==> src/rtl/core/lpg_pkg.sv <==
`default_nettype none

package lpg_pkg;

	localparam int COORD_BITS = 11;

	typedef logic [COORD_BITS-1:0] coord_t;

	typedef struct packed {
		coord_t start_x;
		coord_t start_y;
		coord_t end_x;
		coord_t end_y;
		coord_t step_index;
	} in_word_t;

	typedef struct packed {
		coord_t pixel_x;
		coord_t pixel_y;
		logic   inside_span;
	} out_word_t;

endpackage

`default_nettype wire

==> src/rtl/core/line_pixel_generator_top.sv <==
// channel   direction  handshake                 payload
// command   in         start high, busy low      cmd    (lpg_pkg::in_word_t)
// result    out        done high for one cycle   result (lpg_pkg::out_word_t)
//
// one word accepted every cycle, busy is never raised
// a word travels from the accepting edge to done through the five set-up
// stages, one restoring divider stage per quotient bit and the output
// register
// asynchronous reset clears every stage valid bit and done
// the receiver cannot stall, so the pipeline never holds
`default_nettype none

module line_pixel_generator_top (
	input  wire              clk,
	input  wire              arst_n,
	input  wire              start,
	output logic             busy,
	input  lpg_pkg::in_word_t cmd,
	output logic             done,
	output lpg_pkg::out_word_t result
);

	import lpg_pkg::*;

	localparam int C = COORD_BITS;
	localparam int LATENCY = C + 6;

	typedef logic signed [C:0] delta_t;

	typedef struct packed {
		logic   x_major;
		logic   in_span;
		logic   neg;
		coord_t maj;
		coord_t s_min;
	} pay_t;

	typedef struct packed {
		pay_t   pay;
		coord_t span;
		coord_t rem;
		coord_t lo;
		coord_t quo;
	} div_t;

	// stage 1: input register
	logic     v_s1;
	in_word_t w_s1;

	// stage 2: deltas
	logic   v_s2;
	delta_t dx_s2, dy_s2;
	coord_t sx_s2, sy_s2, ex_s2, ey_s2, step_s2;

	// stage 3: axis choice
	logic   v_s3;
	logic   x_major_s3, dmaj_neg_s3, dmin_neg_s3;
	coord_t span_s3, dmin_abs_s3, s_maj_s3, e_maj_s3, s_min_s3, step_s3;

	// stage 4: major coordinate and multiplier operand
	logic   v_s4;
	pay_t   pay_s4;
	coord_t span_s4, dmin_abs_s4, u_s4;

	// stage 5: product
	logic            v_s5;
	pay_t            pay_s5;
	coord_t          span_s5;
	logic [2*C-1:0]  prod_s5;

	// divider stages
	logic [C-1:0] v_div;
	div_t         div_s [C];

	logic      done_q;
	out_word_t result_q;

	delta_t adx_c, ady_c;
	coord_t adx3, ady3;
	logic   x_major_c;
	coord_t low_c;
	coord_t qadj_c, off_c, minor_c;
	div_t   last_c;

	assign busy = 1'b0;

	always_ff @(posedge clk or negedge arst_n) begin
		if (!arst_n) begin
			v_s1 <= 1'b0;
			v_s2 <= 1'b0;
			v_s3 <= 1'b0;
			v_s4 <= 1'b0;
			v_s5 <= 1'b0;
		end else begin
			v_s1 <= start;
			v_s2 <= v_s1;
			v_s3 <= v_s2;
			v_s4 <= v_s3;
			v_s5 <= v_s4;
		end
	end

	always_ff @(posedge clk) begin
		w_s1 <= cmd;
	end

	always_ff @(posedge clk) begin
		dx_s2   <= delta_t'({1'b0, w_s1.end_x}) - delta_t'({1'b0, w_s1.start_x});
		dy_s2   <= delta_t'({1'b0, w_s1.end_y}) - delta_t'({1'b0, w_s1.start_y});
		sx_s2   <= w_s1.start_x;
		sy_s2   <= w_s1.start_y;
		ex_s2   <= w_s1.end_x;
		ey_s2   <= w_s1.end_y;
		step_s2 <= w_s1.step_index;
	end

	always_comb begin
		adx_c     = dx_s2[C] ? -dx_s2 : dx_s2;
		ady_c     = dy_s2[C] ? -dy_s2 : dy_s2;
		adx3      = adx_c[C-1:0];
		ady3      = ady_c[C-1:0];
		x_major_c = adx3 > ady3;
	end

	always_ff @(posedge clk) begin
		x_major_s3  <= x_major_c;
		span_s3     <= x_major_c ? adx3 : ady3;
		dmaj_neg_s3 <= x_major_c ? dx_s2[C] : dy_s2[C];
		dmin_neg_s3 <= x_major_c ? dy_s2[C] : dx_s2[C];
		dmin_abs_s3 <= x_major_c ? ady3 : adx3;
		s_maj_s3    <= x_major_c ? sx_s2 : sy_s2;
		e_maj_s3    <= x_major_c ? ex_s2 : ey_s2;
		s_min_s3    <= x_major_c ? sy_s2 : sx_s2;
		step_s3     <= step_s2;
	end

	assign low_c = dmaj_neg_s3 ? e_maj_s3 : s_maj_s3;

	always_ff @(posedge clk) begin
		pay_s4.x_major <= x_major_s3;
		pay_s4.in_span <= step_s3 < span_s3;
		pay_s4.neg     <= dmin_neg_s3;
		pay_s4.maj     <= low_c + step_s3;
		pay_s4.s_min   <= s_min_s3;
		span_s4        <= span_s3;
		dmin_abs_s4    <= dmin_abs_s3;
		u_s4           <= dmaj_neg_s3 ? span_s3 - step_s3 : step_s3;
	end

	always_ff @(posedge clk) begin
		pay_s5  <= pay_s4;
		span_s5 <= span_s4;
		prod_s5 <= (2*C)'(dmin_abs_s4) * (2*C)'(u_s4);
	end

	// restoring divider, one quotient bit per stage
	for (genvar k = 0; k < C; k++) begin : g_div
		div_t        src;
		logic [C:0]  trial;
		logic        ge;

		if (k == 0) begin : g_first
			logic v_src;
			assign v_src        = v_s5;
			assign src.pay      = pay_s5;
			assign src.span     = span_s5;
			assign src.rem      = prod_s5[2*C-1:C];
			assign src.lo       = prod_s5[C-1:0];
			assign src.quo      = '0;
			always_ff @(posedge clk or negedge arst_n) begin
				if (!arst_n) begin
					v_div[k] <= 1'b0;
				end else begin
					v_div[k] <= v_src;
				end
			end
		end else begin : g_next
			assign src = div_s[k-1];
			always_ff @(posedge clk or negedge arst_n) begin
				if (!arst_n) begin
					v_div[k] <= 1'b0;
				end else begin
					v_div[k] <= v_div[k-1];
				end
			end
		end

		assign trial = {src.rem, src.lo[C-1]};
		assign ge    = trial >= {1'b0, src.span};

		always_ff @(posedge clk) begin
			div_s[k].pay  <= src.pay;
			div_s[k].span <= src.span;
			div_s[k].rem  <= ge ? C'(trial - {1'b0, src.span}) : trial[C-1:0];
			div_s[k].lo   <= {src.lo[C-2:0], 1'b0};
			div_s[k].quo  <= {src.quo[C-2:0], ge};
		end
	end

	// floor for a negative numerator rounds the magnitude up
	always_comb begin
		last_c  = div_s[C-1];
		qadj_c  = last_c.quo + C'(last_c.rem != '0);
		off_c   = last_c.pay.neg ? -qadj_c : last_c.quo;
		minor_c = last_c.pay.s_min + off_c;
	end

	always_ff @(posedge clk or negedge arst_n) begin
		if (!arst_n) begin
			done_q <= 1'b0;
		end else begin
			done_q <= v_div[C-1];
		end
	end

	always_ff @(posedge clk) begin
		if (last_c.pay.in_span) begin
			result_q.pixel_x <= last_c.pay.x_major ? last_c.pay.maj : minor_c;
			result_q.pixel_y <= last_c.pay.x_major ? minor_c : last_c.pay.maj;
		end else begin
			result_q.pixel_x <= '0;
			result_q.pixel_y <= '0;
		end
		result_q.inside_span <= last_c.pay.in_span;
	end

	assign done   = done_q;
	assign result = result_q;

`ifndef NO_ASSERTIONS
	a_latency_fwd: assert property (@(posedge clk) disable iff (!arst_n)
		start |-> ##LATENCY done)
		else $error("word lost in pipeline");

	a_latency_back: assert property (@(posedge clk) disable iff (!arst_n)
		done |-> $past(start, LATENCY))
		else $error("word invented by pipeline");

	a_outside_zero: assert property (@(posedge clk) disable iff (!arst_n)
		(done && !result.inside_span) |-> (result.pixel_x == '0 && result.pixel_y == '0))
		else $error("pixel not cleared outside span");

	a_rem_bound: assert property (@(posedge clk) disable iff (!arst_n)
		(v_div[C-1] && div_s[C-1].pay.in_span) |-> (div_s[C-1].rem < div_s[C-1].span))
		else $error("divider remainder out of range");
`endif

endmodule

`default_nettype wire
==> config.mk <==
export PLATFORM = sky130hd
export DESIGN_NAME = line_pixel_generator_top
export DESIGN_NICKNAME = d
export VERILOG_FILES = /design/src/rtl/core/lpg_pkg.sv /design/src/rtl/core/line_pixel_generator_top.sv
export SDC_FILE = /design/constraint.sdc
export NUM_CORES = 1
export LEC_CHECK = 0
export BUFFER_PORTS_ARGS = -buffer_cell sky130_fd_sc_hd__buf_2
export CAP_MARGIN = 20
export CORE_MARGIN = 1.5
export CORE_UTILIZATION = 55
export CTS_BUF_LIST = sky130_fd_sc_hd__clkbuf_4 sky130_fd_sc_hd__clkbuf_8 sky130_fd_sc_hd__clkbuf_16
export CTS_CLUSTER_DIAMETER = 150
export DETAILED_ROUTE_END_ITERATION = 10
export PLACE_DENSITY_LB_ADDON = 0.08
export SETUP_SLACK_MARGIN = 0.02
export SLEW_MARGIN = 5
export SYNTH_ARGS = -nofsm -noshare
export SYNTH_HDL_FRONTEND = slang
export SYNTH_SLANG_ARGS = --single-unit
==> constraint.sdc <==
create_clock -name clk -period 7.2 [get_ports clk]
set_input_delay 0.72 -clock clk [delete_from_list [all_inputs] [get_ports clk]]
set_output_delay 0.72 -clock clk [all_outputs]
set_load 0.01 [all_outputs]
After elaboration in Yosys (flattened, before gate mapping):

Memories as Yosys holds them, arrays and structs flattened.
Cells that the tools add are included.

* flip-flop bits (word level): 359
* memory bits (writable): 748
* bits of input ports: 58
* memories: 1

* add/subtract/negate cells: 20
* multipliers: 1
* order comparisons: 13
* multiplexer cells: 25
* reductions and logical operators: 1

Memory list
* div_s: words 11, bits a word 68, rd ports 11, clocked after Yosys merged registers in 0, wr ports 11, line line_pixel_generator_top.sv:73 `div_t div_s [C];`

Operator list (count)
* 11-bit 2-to-1 mux: 23
* 12-bit by 11-bit greater-or-equal comparator with 1-bit output: 11
* 11-bit subtractor: 12
* 11-bit negator: 3
* 11-bit by 11-bit subtractor with 12-bit output: 2
* 11-bit adder: 2
* 11-bit by 11-bit multiplier with 22-bit output: 1
* 11-bit by 1-bit adder with 11-bit output: 1
* 11-bit greater-than comparator: 1
* 11-bit < comparator: 1
* 11-bit nonzero test: 1
* 1-bit 2-to-1 mux: 2

Longest topological paths before layout:

Gate-level depths: netlist of the first run.
An unclocked memory read counts as a cell.

* depth after elaboration: 7
* depth in mapped cells: 21

Least setup slack after synthesis of the first run:

OpenSTA, ideal clock, no wires.

* path kind: flip-flop to flip-flop
* start point: register u_s4[4]
* end point: register prod_s5[20]
* library setup time: 0.128 ns
* data arrival time: 4.874 ns
* setup slack: 2.198 ns
* cell stages (with the launch flop): 19
* buffers on the path: 1
* clock period less this slack: 5.002 ns
* cell sequence: dfxtp_1 > clkbuf_1 > nand2_1 > fa_1 > inv_1 > fa_1 > fa_1 > fa_1 > inv_1 > fa_1 > inv_1 > ha_1 > and3_1 > a21boi_0 > a41oi_1 > a211oi_1 > o21ai_1 > mux2i_1 > nand4_1

* longest elaborated chain between the ends: 1

Ends and longest elaborated chain
* start: declaration: line line_pixel_generator_top.sv:63 `coord_t span_s4, dmin_abs_s4, u_s4;`
* start signal: assignment: line line_pixel_generator_top.sv:147 `u_s4 <= dmaj_neg_s3 ? span_s3 - step_s3 : step_s3;`
* 11-bit by 11-bit multiplier with 22-bit output: line line_pixel_generator_top.sv:153 `prod_s5 <= (2*C)'(dmin_abs_s4) * (2*C)'(u_s4);`
* end signal: assignment: line line_pixel_generator_top.sv:153
* end: declaration: line line_pixel_generator_top.sv:69 `logic [2*C-1:0] prod_s5;`

No other way between the ends.
A chain may end at the register's enable or synchronous reset.

Final worst setup path of the first run:

* start point: register dmin_abs_s4[2]
* end point: register prod_s5[20]

* longest elaborated chain between the ends: 1

Ends and longest elaborated chain
* start: declaration: line line_pixel_generator_top.sv:63
* start signal: assignment: line line_pixel_generator_top.sv:146 `dmin_abs_s4 <= dmin_abs_s3;`
* 11-bit by 11-bit multiplier with 22-bit output: line line_pixel_generator_top.sv:153

No other way between the ends.

==> run_results.csv, run 1 <==
group,metric,value,unit
setup_path,endpoint,"prod_s5[20]$_DFF_P_",
setup_path,r2r_slack,1770,ps
global_route,grtUsageTotal,20.98,%
logic_synthesis,synth.cell_area,36460,µm²
flow_run,maxCapViolCount,0,
clocking,insertion_delay,670,ps
clocking,cts_setup_buffers,0,
setup_path,critPathMaxFanout,11,
detailed_routing,first_pass_iters,5,
logic_synthesis,async_flop_share,1.724,%
floorplanning,coreArea,65630,µm²
sta,setup_viol,0,
cells_and_area,nets,3665,
global_route,grt_pass1_vias,21839,
setup_path,r2r_end,"prod_s5[20]$_DFF_P_",
setup_path,worstPathArrival,5960,ps
sta,slew_viol_final,0,
logic_synthesis,synth_cells,3125,
logic_synthesis,syn_avg_cell_area,11.67,µm²
clocking,cts_root_buffer,"clkbuf_16",
setup_path,cp-startpoint,"dmin_abs_s4[2]$_DFF_P_",
sta,slew_headroom,32.96,%
detailed_routing,drt_iter0_drc,993,
detailed_routing,vias,21252,
logic_synthesis,synth_top_area_share,53.20,%
logic_synthesis,ys_ff_latch,986,
sta,fmax,184.3,MHz
sta,grt_setup_unrepaired,"no",
logic_synthesis,synth_edf_count,0,
clocking,cts_tree,"built",
global_route,gr-total-overflow,0,
setup_path,r2r-start,"dmin_abs_s4[2]$_DFF_P_",
setup_path,required,7740,ps
cells_and_area,fin_util,62.82,%
detailed_routing,viasPerCell,5.065,
global_route,antenna_found_initial,0,
global_route,grt_first_pass_wirelength,112900,µm
clocking,path_clk_slew,70,ps
hold_path,hold_depth,1,
sta,post-route-period-util,75.37,%
detailed_routing,drtAntennaViolNets,0,
floorplanning,fp.dieW,260.5,µm
detailed_routing,wl_per_cell,16.53,µm
clocking,clockBufferDepth,3,
cells_and_area,layout-drive-gt1-share,14.17,%
clocking,htreeDepth,3,
floorplanning,die_h,260.5,µm
logic_synthesis,synth_flop_cell,"dfxtp_1",
cells_and_area,n_antenna_cell,0,
sta,fin_crit,5427,ps
logic_synthesis,ys_warn_count,0,
run_status,status,"complete, no violations",
logic_synthesis,ys_seq_area_share,54.37,%
logic_synthesis,synth_top_area_cell,"dfxtp_1",
clocking,cts_resized,0,
setup_path,startpoint_type,"flop",
place,dp_hpwl,52550,µm
sta,setup_tns,0,ps
place,post-place-ws,1732,ps
logic_synthesis,synthTopCellsByArea,"dfxtp_1 53%, ha_1 8.9%, fa_1 5.3%",
sta,fin_ws,1773,ps
logic_synthesis,synth_cell_types,77,
floorplanning,start_util,55.56,%
clocking,cts_buffers,93,
setup_path,crit_type,"reg2reg",
floorplanning,die_area,67850,µm²
floorplanning,ioPinCount,83,
place,port_buffers,81,
sta,tightest_slew,1004,ps
detailed_routing,drc,0,
logic_synthesis,syn-num-nets,3538,
place,gp_congestion,0.8406,
global_route,grt_max_degree,33,
clocking,clock-sinks,986,
floorplanning,num_rows,94,
setup_path,worstSetupEndpointType,"flop",
cells_and_area,syn_to_final_growth,13.07,%
clocking,hold_buffers,1,
setup_path,reg2reg_depth,16,
sta,finalHoldViolCount,0,
detailed_routing,drt_wl_total,69380,µm
sta,fin_worst_skew,67.45,ps
hold_path,hold_path_class,"in2reg",
-- cells in the final DEF, fill, tap and decap left out, drive strengths merged, types with 24 or more instances in the layout --
master,netlist,routed
a211oi,27,27
a21oi,76,76
and2,93,93
buf,23,92
clkbuf,38,117
clkinv,0,24
dfxtp,969,969
fa,96,96
ha,259,259
inv,361,366
mux2,143,143
mux2i,51,51
nand2,162,162
nand2b,24,24
nand3,40,40
nor2,69,69
nor2b,54,54
nor3,39,39
nor3b,24,24
o21ai,109,109
o31ai,24,24
or3,44,44
xnor2,84,84
xor2,59,59
-- kinds of logic after synthesis --
family / share of synthesized area (%)
flops: 54.37
simple gates: 9.368
buf+inv: 4.664
compound gates: 7.539
fa+ha+maj: 14.16
mux: 6.455
xor+xnor: 3.435
other cells: 0.01028
-- cell type report --
| cell class | count | area [µm²] |
|---|---|---|
| clock inverter | 58 | 938.4 |
| tap | 864 | 1081 |
| timing repair buffer | 93 | 501.7 |
| inverter | 361 | 1355 |
| multi-input combinational | 1717 | 14940 |
| fill | 5212 | 24400 |
| sequential | 986 | 19820 |
| clock buffer | 117 | 2589 |
-- worst max-delay path: stages, from the launching register on --
cell and delay (ps):
dfxtp_1 610, and2_1 220, fa_1 460, fa_1 530, fa_1 540, fa_1 560
inv_1 70, fa_1 540, inv_1 40, ha_1 350, and3_1 270, a21boi_0 220
a41oi_1 100, a211oi_1 410, o21ai_1 180, mux2i_1 180, nand4_1 90
-- layer usage --
layer	vias up	track usage, %	share of wire [%]
met5	-	0	0
met4	0	7.258	2.9
met3	124	3.050	3.1
met2	328	37.41	50
met1	10120	25.82	44
li1	10680	-	-
-- worst min-delay path by stage --
stage                             start  slack (ps)              endpoint
2_1_floorplan        prod_s5[0]$_DFF_P_         310  div_s[0][11]$_DFF_P_
5_1_grt                         cmd[32]         110      w_s1[32]$_DFF_P_
3_3_place_gp       div_s[1][18]$_DFF_P_         310  div_s[2][19]$_DFF_P_
3_5_place_dp   g_div[0].src[65]$_DFF_P_         310  div_s[0][64]$_DFF_P_
4_1_cts                         cmd[32]         100      w_s1[32]$_DFF_P_
6_report                        cmd[32]         150      w_s1[32]$_DFF_P_
-- cells in the mapped netlist (40+ instances only) --
cell type	number
or3_1	44
xnor2_1	84
xor2_1	59
mux2i_1	51
o21ai_0	97
and2_1	93
dfxtp_1	969
ha_1	259
mux2_4	62
a21oi_1	70
fa_1	96
nand3_1	40
inv_1	361
nor2_1	64
nand2_1	162
mux2_2	74
nor2b_1	49
-- per-stage QoR --
step           area (µm²)  hold WS, ps  instances
2_1_floorplan       36460        309.6       3125
3_3_place_gp        37660        309.5       4016
3_5_place_dp        37670        312.1       4018
4_1_cts             41210        102.9       4194
5_1_grt             41230        113.2       4196
6_report            41230        145.2       4196
-- sequential cells by signal, summed over array words and instances (netlist names), 12 cells and up --
register	cells
dy_s2	12
result	23
div_s	627
dx_s2	12
pay_s4	25
w_s1	55
g_div.src	25
prod_s5	22
Power of run 1 is left out: the tool's default activity adds up to more than one toggle a clock period on the data nets, which glitch-free logic cannot reach.
==> run 2: changes to the inputs <==
==> constraint.sdc (replaced) <==
create_clock -name clk -period 4.8 [get_ports clk]
set_input_delay 0.48 -clock clk [delete_from_list [all_inputs] [get_ports clk]]
set_output_delay 0.48 -clock clk [all_outputs]
set_load 0.01 [all_outputs]
==> run 2 against run 1 <==
Sequential cell count unchanged. Wire length increased by 1.2%. Cell area increased by 3.3%. Register-to-register slack got worse by 1800 ps. First-iteration DRC count decreased by 14%. Critical path depth increased by 1. Hold slack improved by 160 ps. Via count increased by 2.4%. Sequential share of layout area decreased by 1.4 points. Die area unchanged. Critical path type unchanged.
==> run_results.csv, run 2 (same netlist as run 1, synthesis figures left out) <==
group,metric,value,unit
detailed_routing,wl_per_cell,16.25,µm
global_route,grt_max_degree,34,
floorplanning,fp.dieW,260.5,µm
cells_and_area,top_register,"div_s",
clocking,cts_buffers,94,
flow_run,maxCapViolCount,0,
sta,holdWs,302.2,ps
sta,grt_setup_unrepaired,"yes",
hold_path,hold_path_class,"reg2reg",
clocking,clock-sinks,986,
detailed_routing,first_pass_iters,5,
floorplanning,coreArea,65630,µm²
clocking,clockBufferDepth,3,
global_route,grt_pass1_vias,22630,
cells_and_area,syn_to_final_growth,16.76,%
floorplanning,start_util,55.56,%
sta,setup_viol,0,
sta,tightest_slew,1058,ps
sta,fin_worst_skew,39.68,ps
cells_and_area,layout-drive-gt1-share,17.66,%
detailed_routing,drc,0,
run_status,status,"complete, no violations",
sta,fin_crit,4798,ps
place,port_buffers,81,
setup_path,startpoint_type,"flop",
floorplanning,ioPinCount,83,
detailed_routing,drtAntennaViolNets,0,
global_route,grtUsageTotal,21.04,%
setup_path,critPathMaxFanout,3,
setup_path,worstPathArrival,5300,ps
global_route,grt_first_pass_wirelength,113900,µm
cells_and_area,final_cell_area,42570,µm²
hold_path,hold_depth,0,
detailed_routing,top_layer_used,"met4",
clocking,cts_root_buffer,"clkbuf_16",
floorplanning,die_h,260.5,µm
floorplanning,num_rows,94,
global_route,gr-total-overflow,0,
cells_and_area,largest_reg_flops,627,
setup_path,crit_slowest_cell,"fa_1",
setup_path,worstSetupEndpointType,"flop",
setup_path,crit_type,"reg2reg",
setup_path,required,5300,ps
clocking,htreeDepth,3,
clocking,insertion_delay,660,ps
cells_and_area,layout_common_cells,"953 x dfxtp_1, 353 x inv_1, 246 x ha_1",
detailed_routing,viasPerCell,5.040,
place,placed_area,38180,µm²
setup_path,cp_common_cell,"fa_1",
clocking,path_clk_slew,60,ps
setup_path,cp_top_family,"adder cells",
detailed_routing,wl_met2,36070,µm
setup_path,reg2reg_depth,17,
detailed_routing,drt_wl_total,70170,µm
detailed_routing,vias,21769,
setup_path,crit_path_max_incr_delay,570,ps
sta,slew_headroom,29.19,%
detailed_routing,dr_wl_met3,1765,µm
cells_and_area,nets,3793,
sta,slew_viol_final,0,
place,dp_hpwl,52630,µm
clocking,cts_tree,"built",
sta,finalHoldViolCount,0,
cells_and_area,n_antenna_cell,0,
setup_path,cp_num_buf_inv,3,
setup_path,crit_path_cell_trace,"buf_6 -> and2_4 -> fa_1 -> fa_1 -> fa_1 -> fa_1 -> inv_1 -> fa_1 -> inv_1 -> ha_2 -> a21o_1 -> a21oi_2 -> nor2b_2 -> or4_4 -> o21ai_4 -> mux2i_1 -> nand4_1",
cells_and_area,final_common_cell,"dfxtp_1",
cells_and_area,reg_top3,"div_s (627), w_s1 (55)",
global_route,antenna_found_initial,0,
detailed_routing,wl_met1,30520,µm
place,gp_congestion,0.8700,
floorplanning,die_area,67850,µm²
setup_path,cp.depth,17,
setup_path,r2r_slack,2,ps
sta,post-route-period-util,99.95,%
detailed_routing,drt_iter0_drc,852,
sta,fmax,208.4,MHz
==> run 2: area by class of cell <==
cell class              count  area, µm²
clock buffers             122       2644
clock inverters            49      680.7
fillers                  5034      23060
inverters                 361       1355
multi-input cells        1717      15250
flip-flops and latches    986      19870
well taps                 864       1081
repair buffers            220       1688
==> run 2: worst paths after layout <==
check / startpoint / end
max reg2reg: dmin_abs_s4[7]$_DFF_P_ / prod_s5[20]$_DFF_P_
max in group asynchronous: arst_n / v_div[4]$_DFF_PN0_
max: dmin_abs_s4[7]$_DFF_P_ / prod_s5[20]$_DFF_P_
min reg2reg: g_div[0].src[44]$_DFF_P_ / div_s[0][43]$_DFF_P_
min in group asynchronous: arst_n / done$_DFF_PN0_
min: g_div[0].src[44]$_DFF_P_ / div_s[0][43]$_DFF_P_
==> run 2: per-layer routing <==
layer | vias to the layer above | global-route usage (%)
met5 | - | 0
met4 | 0 | 6.599
met3 | 116 | 2.972
met2 | 287 | 38.87
met1 | 10432 | 25.08
li1 | 10934 | -
==> run 2: through the flow <==
| stage | cells | util, % | setup WS [ps] | TNS (ps) |
|---|---|---|---|---|
| 6_report | 4319 | 64.87 | 2.339 | 0 |
| 5_1_grt | 4319 | 64.87 | -168.0 | -384.4 |
| 4_1_cts | 4312 | 64.48 | -12.77 | -24.91 |
| 3_5_place_dp | 4076 | 58.18 | -286.0 | -1108 |
| 3_3_place_gp | 4076 | 58.18 | -215.9 | -804.8 |
| 2_1_floorplan | 3125 | - | 17.69 | 0 |
==> run 2: repair_timing <==
item,4_1_cts,5_1_grt
pin swaps,37,44
gates resized for setup,51,44
endpoints found under the hold margin,73,0
endpoints found under the setup margin,8,13
setup buffers,8,7
hold buffers,57,0
==> run 2: worst reg2reg max path, delay by kind of cell (launching register included) <==
kind | cells | cell delay (ps)
AOI/OAI and AO/OA | 3 | 490
adders and majority gates | 6 | 2700
buffers and inverters | 3 | 210
DFF | 1 | 350
muxes | 1 | 190
and+or+nand+nor | 4 | 730
Power of run 2 is left out for the same reason.
